[src/rtl/assert_macros.svh]
// Assertion macros shared by the RTL.
// No dependencies.
`ifndef ASSERT_MACROS_SVH
`define ASSERT_MACROS_SVH
// check: prop must hold at every clock edge outside reset
`define CHECK_CLK(label, clk, rst, prop, msg) \
   label: assert property (@(posedge clk) disable iff (rst) (prop)) else $error(msg);
`endif

[src/rtl/p2dq_pkg.sv]
// Package for pow2_dequantize_to_float: payload structs, constants, register indexes.
// No dependencies.
`default_nettype none
package p2dq_pkg;
   localparam int MaxChannels = 256;
   localparam int ChanBits    = $clog2(MaxChannels);

   localparam logic       CmdTableWrite = 1'b0;
   localparam logic       CmdSample     = 1'b1;
   localparam logic [1:0] RegChannelCount = 2'd0;
   localparam logic [1:0] RegElements     = 2'd1;
   localparam logic [1:0] RegSampleByte   = 2'd2;

   typedef struct packed {
      logic              command;
      logic [7:0]        channel_index;
      logic signed [7:0] fraction_length;
      logic signed [15:0] sample;
   } req_type;

   typedef struct packed {
      logic [31:0] float_bits;
      logic        last;
   } rsp_type;

   // Side information that travels with a sample down the pipe
   typedef struct packed {
      logic              sign;
      logic [15:0]       mag;
      logic              last;
   } smp_type;
endpackage
`default_nettype wire

[src/rtl/p2dq_table.sv]
// Fraction-length table: 256 x 8 synchronous memory, one write and one read port.
// Depends on p2dq_pkg.
`default_nettype none
module p2dq_table (
   input  wire logic                      clock,
   input  wire logic                      wr_en,
   input  wire logic [p2dq_pkg::ChanBits-1:0] wr_addr,
   input  wire logic [7:0]                wr_data,
   input  wire logic                      rd_en,
   input  wire logic [p2dq_pkg::ChanBits-1:0] rd_addr,
   output logic [7:0]                     rd_data
);
   import p2dq_pkg::*;
   logic [7:0] mem [MaxChannels];
   logic [7:0] rd_data_ff;

   always_ff @(posedge clock) begin
      if (wr_en) mem[wr_addr] <= wr_data;
      if (rd_en) rd_data_ff <= mem[rd_addr];
   end
   assign rd_data = rd_data_ff;
endmodule
`default_nettype wire

[src/rtl/p2dq_convert.sv]
// Integer magnitude and power-of-two scale to IEEE single bits, combinational.
// Depends on p2dq_pkg.
`default_nettype none
module p2dq_convert (
   input  wire logic                  sign,
   input  wire logic [15:0]           mag,
   input  wire logic signed [7:0]     frac,
   output logic [31:0]                float_bits
);
   import p2dq_pkg::*;
   logic [3:0]        top;
   logic signed [9:0] expo;
   logic [15:0]       norm;

   always_comb begin
      top = 4'd0;
      for (int i = 1; i < 16; i++) begin
         if (mag[i]) top = 4'(i);
      end
      expo = $signed({6'd0, top}) - 10'(frac);
      norm = mag << (4'd15 - top);
      if (mag == 16'd0) float_bits = 32'd0;
      else if (expo > 10'sd127) float_bits = {sign, 8'hFF, 23'd0};
      else if (expo < -10'sd126) float_bits = {sign, 31'd0};
      else begin
         float_bits = {sign, 8'(expo + 10'sd127), norm[14:0], 8'd0};
      end
   end
endmodule
`default_nettype wire

[src/rtl/pow2_dequantize_to_float.sv]
// A sample request goes through the table read, then conversion into the output register.
// Throughput: one request per cycle unless the output stalls; writes give no result.
// The rate is set by the single read port of the fraction-length table, used once per sample.
// Reset: sync, active high; counts to 1; clears byte mode, positions, valids; table undefined.
`include "assert_macros.svh"
`default_nettype none
module pow2_dequantize_to_float (
   input  wire logic               clock,
   input  wire logic               reset,
   input  wire logic               req_valid,
   output logic                    req_stall,
   input  wire p2dq_pkg::req_type  req_data,
   output logic                    rsp_valid,
   input  wire logic               rsp_stall,
   output p2dq_pkg::rsp_type       rsp_data,
   input  wire logic               csr_valid,
   output logic                    csr_ready,
   input  wire logic [1:0]         csr_index,
   input  wire logic [31:0]        csr_data
);
   import p2dq_pkg::*;

   logic [8:0]  chan_cnt_ff;
   logic [15:0] elems_ff;
   logic        byte_ff;
   logic [ChanBits-1:0] chan_pos_ff, chan_pos_in;
   logic [15:0] elem_pos_ff, elem_pos_in;

   // stage 1: table read in flight
   logic        s1_valid_ff;
   smp_type     s1_ff;
   // output register
   logic        out_valid_ff;
   rsp_type     out_ff;

   logic        advance, acc, acc_smp, acc_wr, last_in;
   logic [15:0] val16;
   smp_type     s1_in;
   logic [7:0]  tbl_rd;
   logic signed [7:0] frac;
   logic [31:0] fbits;

   assign advance   = !out_valid_ff || !rsp_stall;
   assign req_stall = !advance;
   assign acc       = req_valid && !req_stall;
   assign acc_smp   = acc && (req_data.command == CmdSample);
   assign acc_wr    = acc && (req_data.command == CmdTableWrite);
   assign csr_ready = 1'b1;

   always_comb begin
      elem_pos_in = elem_pos_ff + 16'd1;
      chan_pos_in = chan_pos_ff;
      last_in     = 1'b0;
      if (17'(elem_pos_ff) + 17'd1 >= 17'(elems_ff)) begin
         elem_pos_in = 16'd0;
         if (10'(chan_pos_ff) + 10'd1 >= 10'(chan_cnt_ff)) begin
            last_in     = 1'b1;
            chan_pos_in = '0;
         end else begin
            chan_pos_in = chan_pos_ff + 1'b1;
         end
      end
      val16 = byte_ff ? {{8{req_data.sample[7]}}, req_data.sample[7:0]} : req_data.sample;
      s1_in.sign = val16[15];
      s1_in.mag  = val16[15] ? 16'(-val16) : val16;
      s1_in.last = last_in;
   end

   // at most one request per cycle, so a table write always lands before a later sample reads it
   p2dq_table u_table (
      .clock   (clock),
      .wr_en   (acc_wr),
      .wr_addr (req_data.channel_index[ChanBits-1:0]),
      .wr_data (req_data.fraction_length),
      .rd_en   (acc_smp),
      .rd_addr (chan_pos_ff),
      .rd_data (tbl_rd)
   );

   assign frac = tbl_rd;

   p2dq_convert u_convert (
      .sign       (s1_ff.sign),
      .mag        (s1_ff.mag),
      .frac       (frac),
      .float_bits (fbits)
   );

   always_ff @(posedge clock) begin
      if (reset) begin
         chan_cnt_ff  <= 9'd1;
         elems_ff     <= 16'd1;
         byte_ff      <= 1'b0;
         chan_pos_ff  <= '0;
         elem_pos_ff  <= '0;
         s1_valid_ff  <= 1'b0;
         out_valid_ff <= 1'b0;
      end else begin
         if (csr_valid && csr_ready) begin
            unique case (csr_index)
               RegChannelCount: chan_cnt_ff <= csr_data[8:0];
               RegElements:     elems_ff    <= csr_data[15:0];
               RegSampleByte:   byte_ff     <= csr_data[0];
               default: ;
            endcase
         end
         if (acc_smp) begin
            chan_pos_ff <= chan_pos_in;
            elem_pos_ff <= elem_pos_in;
         end
         if (advance) begin
            s1_valid_ff  <= acc_smp;
            out_valid_ff <= s1_valid_ff;
         end
      end
   end

   always_ff @(posedge clock) begin
      if (advance) begin
         s1_ff       <= s1_in;
         out_ff.float_bits <= fbits;
         out_ff.last       <= s1_ff.last;
      end
   end

   assign rsp_valid = out_valid_ff;
   assign rsp_data  = out_ff;

   `CHECK_CLK(a_stall_holds, clock, reset, (rsp_valid && rsp_stall) |=> rsp_valid, "result dropped")
   `CHECK_CLK(a_rsp_stable, clock, reset, (rsp_valid && rsp_stall) |=> $stable(rsp_data), "result changed")
   `CHECK_CLK(a_elem_hold, clock, reset, !acc_smp |=> $stable(elem_pos_ff), "element counter moved")
endmodule
`default_nettype wire
[config.mk]
export PLATFORM = sky130hd
export DESIGN_NAME = pow2_dequantize_to_float
export DESIGN_NICKNAME = d
export VERILOG_FILES = /design/src/rtl/p2dq_pkg.sv /design/src/rtl/p2dq_table.sv /design/src/rtl/p2dq_convert.sv /design/src/rtl/pow2_dequantize_to_float.sv
export VERILOG_INCLUDE_DIRS = /design/src /design/src/rtl
export SDC_FILE = /design/constraint.sdc
export NUM_CORES = 2
export LEC_CHECK = 0
export BUFFER_PORTS_ARGS = -buffer_cell sky130_fd_sc_hd__buf_2
export CORE_ASPECT_RATIO = 2
export CORE_MARGIN = 5
export CORE_UTILIZATION = 57
export DETAILED_ROUTE_END_ITERATION = 10
export GPL_ROUTABILITY_DRIVEN = 0
export HOLD_SLACK_MARGIN = 0.12
export PLACE_DENSITY = 0.76
export SLEW_MARGIN = 20
export SYNTH_ARGS = -nofsm -noshare
export SYNTH_HDL_FRONTEND = slang
export SYNTH_SLANG_ARGS = --single-unit
[constraint.sdc]
create_clock -name clock -period 3.5 [get_ports clock]
set_input_delay 0.175 -clock clock [delete_from_list [all_inputs] [get_ports clock]]
set_output_delay 0.175 -clock clock [all_outputs]
set_load 0.02 [all_outputs]
==> qor.csv <==
stage;metric;value;unit
final_layout;syn2layout_area_growth;14.3;%
grt;track_usage;27.5;%
cts;clockBufferDepth;4;
min_path;min_path_type;in2reg;
pwr;power_density;526;nW/um^2
final_layout;final_common_cell;edfxtp_1;
logic_synthesis;syn_inst;4254;
die;start_util;57.3;%
critical_path;start_kind;register;
logic_synthesis;synthFlopType;edfxtp_1;
final_layout;drive_above_1_share;28.3;%
cts;clk-insertion-delay-late;0.83;ns
placement;placed_area;90600;sq um
routing;routed_wl;220;mm
final_layout;final_area;97200;sq um
flow_run;drv_cap;0;
sta;finalSetupViolCount;22;
routing;first_pass_iters;6;
die;io_pins;108;
critical_path;critPathMaxFanout;16;
pwr;leakage;30.6;nW
cts;tritoncts;yes;
final_layout;post-route-util;65.5;%
logic_synthesis;netlist.area_leader.share;74.1;%
sta;fin_skew;0.0341;ns
logic_synthesis;ys_seq_elements;2151;
grt;grt_pass1_wl;318;mm
routing;via_count;45800;
sta;rsz0062_at_grt;yes;
grt;first_global_vias;47100;
critical_path;worst-endpoint-arrival;4.11;ns
logic_synthesis;yosys_warnings;0;
die;die-area;158000;sq um
grt;grt_max_degree;133;
sta;fin_ws;-0.0908;ns
critical_path;cp.required;4.02;ns
sta;finalCritPeriodShare;103;%
sta;tightest_slew;1.08;ns
routing;drc_errors;0;
placement;port_buffers;82;
cts;clk_root_buffer_cell;clkbuf_16;
logic_synthesis;yosys.cell_types.count;81;
pwr;ir_drop;0.000419;V
routing;drt-initial-drc-count;5384;
logic_synthesis;synth_edf_count;2099;
die;die_w;283;um
critical_path;rr_worst_depth;14;
routing;routedWlPerCell;32.3;um
logic_synthesis;synth_area_leaders;edfxtp_1 (74%), mux4_2 (13%), nor2_1 (1.5%);
run_status;status;finished, violations left;
routing;ant_nets;0;
sta;fmax;278;MHz
logic_synthesis;async_reset_ff_share;0;%
logic_synthesis;yosysTopAreaCell;edfxtp_1;
sta;hold_viol;0;
sta;finalMaxSlewViolations;0;
cts;cts_made_buffers;174;
logic_synthesis;syn-cell-area;85100;sq um
cts;cts.htree.levels;4;
critical_path;worstSetupPathType;reg2reg;
cts;numClockSinks;2151;
critical_path;cp-end-kind;register;
sta;timing.setup.tns;-1.08;ns
placement;hpwl;139;mm
grt;grt_overflow;0;
sta;layout_min_cycle_time;3.59;ns
run_status;violations;setup timing;
min_path;min_path_cells;1;
routing;avgViaCountPerCell;6.72;
final_layout;final_nets;4891;
grt;antenna_found_initial;9;
logic_synthesis;syn_avg_cell_area;20.0;sq um
die;rows;200;
final_layout;layout_common_cells;edfxtp_1 (2099), mux4_2 (509), buf_4 (403);
logic_synthesis;ys_seq_area_share;75.3;%
die;die_h;556;um
sta;relSlewSlack;27.7;%
die;coreArea;148000;sq um
cts;path_clk_slew;0.07;ns
[power breakdown]
part	switching, mW	leakage, nW	internal [mW]
Clock	8.72	2.62	10.6
Combinational	1.96	8.65	1.41
Sequential	0.0730	19.4	28.4
[cell families (layout without fill, tap and decap cells)]
group	count (synthesis)	in the layout	share of synthesized area, %
xor gates and xnor gates	43	43	0.443
AOI/OAI and AO/OA	517	517	4.40
muxes	570	570	14.2
DFF	2151	2151	75.3
and+or+nand+nor	613	613	3.22
buffers and inverters	322	961	1.85
other	2	15	0.00883
adders and majority gates	36	36	0.538
[Yosys cell counts, types with 7 or more instances]
cell / instances
o22ai_1: 29
buf_6: 24
edfxtp_1: 2099
o31ai_1: 9
nand3_1: 33
or3_1: 14
o21ai_1: 12
nor3_1: 26
o21a_1: 10
o32ai_1: 9
nor4_1: 20
a22oi_1: 100
nor2_1: 329
a22o_1: 64
nand2b_1: 14
ha_1: 35
xnor2_1: 24
a21o_1: 8
clkbuf_1: 138
dfxtp_1: 52
a211oi_1: 7
inv_1: 56
o21ai_0: 35
a21oi_1: 109
mux4_2: 509
nand4_1: 14
nor2b_1: 14
buf_4: 27
a221oi_1: 65
nand2_1: 105
buf_2: 54
buf_1: 18
o221ai_1: 12
a31oi_1: 7
xor2_1: 19
mux2i_1: 54
[flip-flops by register name (all words and copies together) (netlist names)]
| signal | cells |
|---|---|
| byte_ff | 1 |
| chan_cnt_ff | 9 |
| chan_pos_ff | 8 |
| elem_pos_ff | 16 |
| elems_ff | 16 |
| rsp_data | 25 |
| rsp_valid | 1 |
| s1_ff | 18 |
| s1_valid_ff | 1 |
| u_table.mem | 2048 |
| u_table.rd_data | 8 |
[critical path, cell delays in order (launching register included)]
cell	delay, ns
edfxtp_1	0.40
nand2b_4	0.16
a221o_1	0.36
a211oi_4	0.33
inv_2	0.09
ha_4	0.17
fa_2	0.34
nor2b_2	0.14
o21ai_2	0.12
nor3b_4	0.18
a2111oi_4	0.41
nand3_2	0.15
o311ai_4	0.16
buf_12	0.21
a2111oi_4	0.05
[cell type report]
class / instances / area, sq um
inverters: 60 / 226
repair buffers: 608 / 5220
diodes: 6 / 15.0
fillers: 9087 / 51200
multi-input cells: 1788 / 19900
flip-flops and latches: 2151 / 64100
well taps: 1919 / 2400
clock buffers: 204 / 4530
clock inverters: 89 / 893
[metal layers]
metal	up-vias	wire length, um	GRT usage [%]
met5	-	65	0
met1	23500	67700	31.0
met4	8	17100	17.6
met2	2979	117000	49.2
met3	725	18800	4.18
li1	18600	-	-
[path summary, 6_finish.rpt]
path | from | endpoint | slack, ns
hold / removal | req_data[21] | u_table.mem[155][5] | 0.09
hold reg to reg | s1_ff[0] | rsp_data[0] | 0.43
setup / recovery | s1_ff[3] | rsp_data[22] | -0.09
setup reg to reg | s1_ff[3] | rsp_data[22] | -0.09
[through the flow]
| stage | hold WS [ns] | worst slack (ns) | total power [mW] | cells |
|---|---|---|---|---|
| finish | 0.0870 | -0.0908 | 51.2 | 6825 |
| global route | 0.126 | -0.184 | 52.6 | 6821 |
| CTS | 0.128 | 0.00435 | 51.2 | 6814 |
| detailed placement | 0.394 | -0.420 | 32.2 | 6446 |
| global placement | 0.393 | -0.351 | 32.1 | 6446 |
| floorplan | 0.274 | -0.115 | 30.8 | 4261 |
[what timing repair did]
item	in CTS	in global routing
hold buffers	68	1
setup buffers	7	4
pin swaps	11	13
hold endpoints to repair	292	111
resized for setup	28	46
endpoints found under the setup margin	52	105
(Power assumes the default switching activity.)
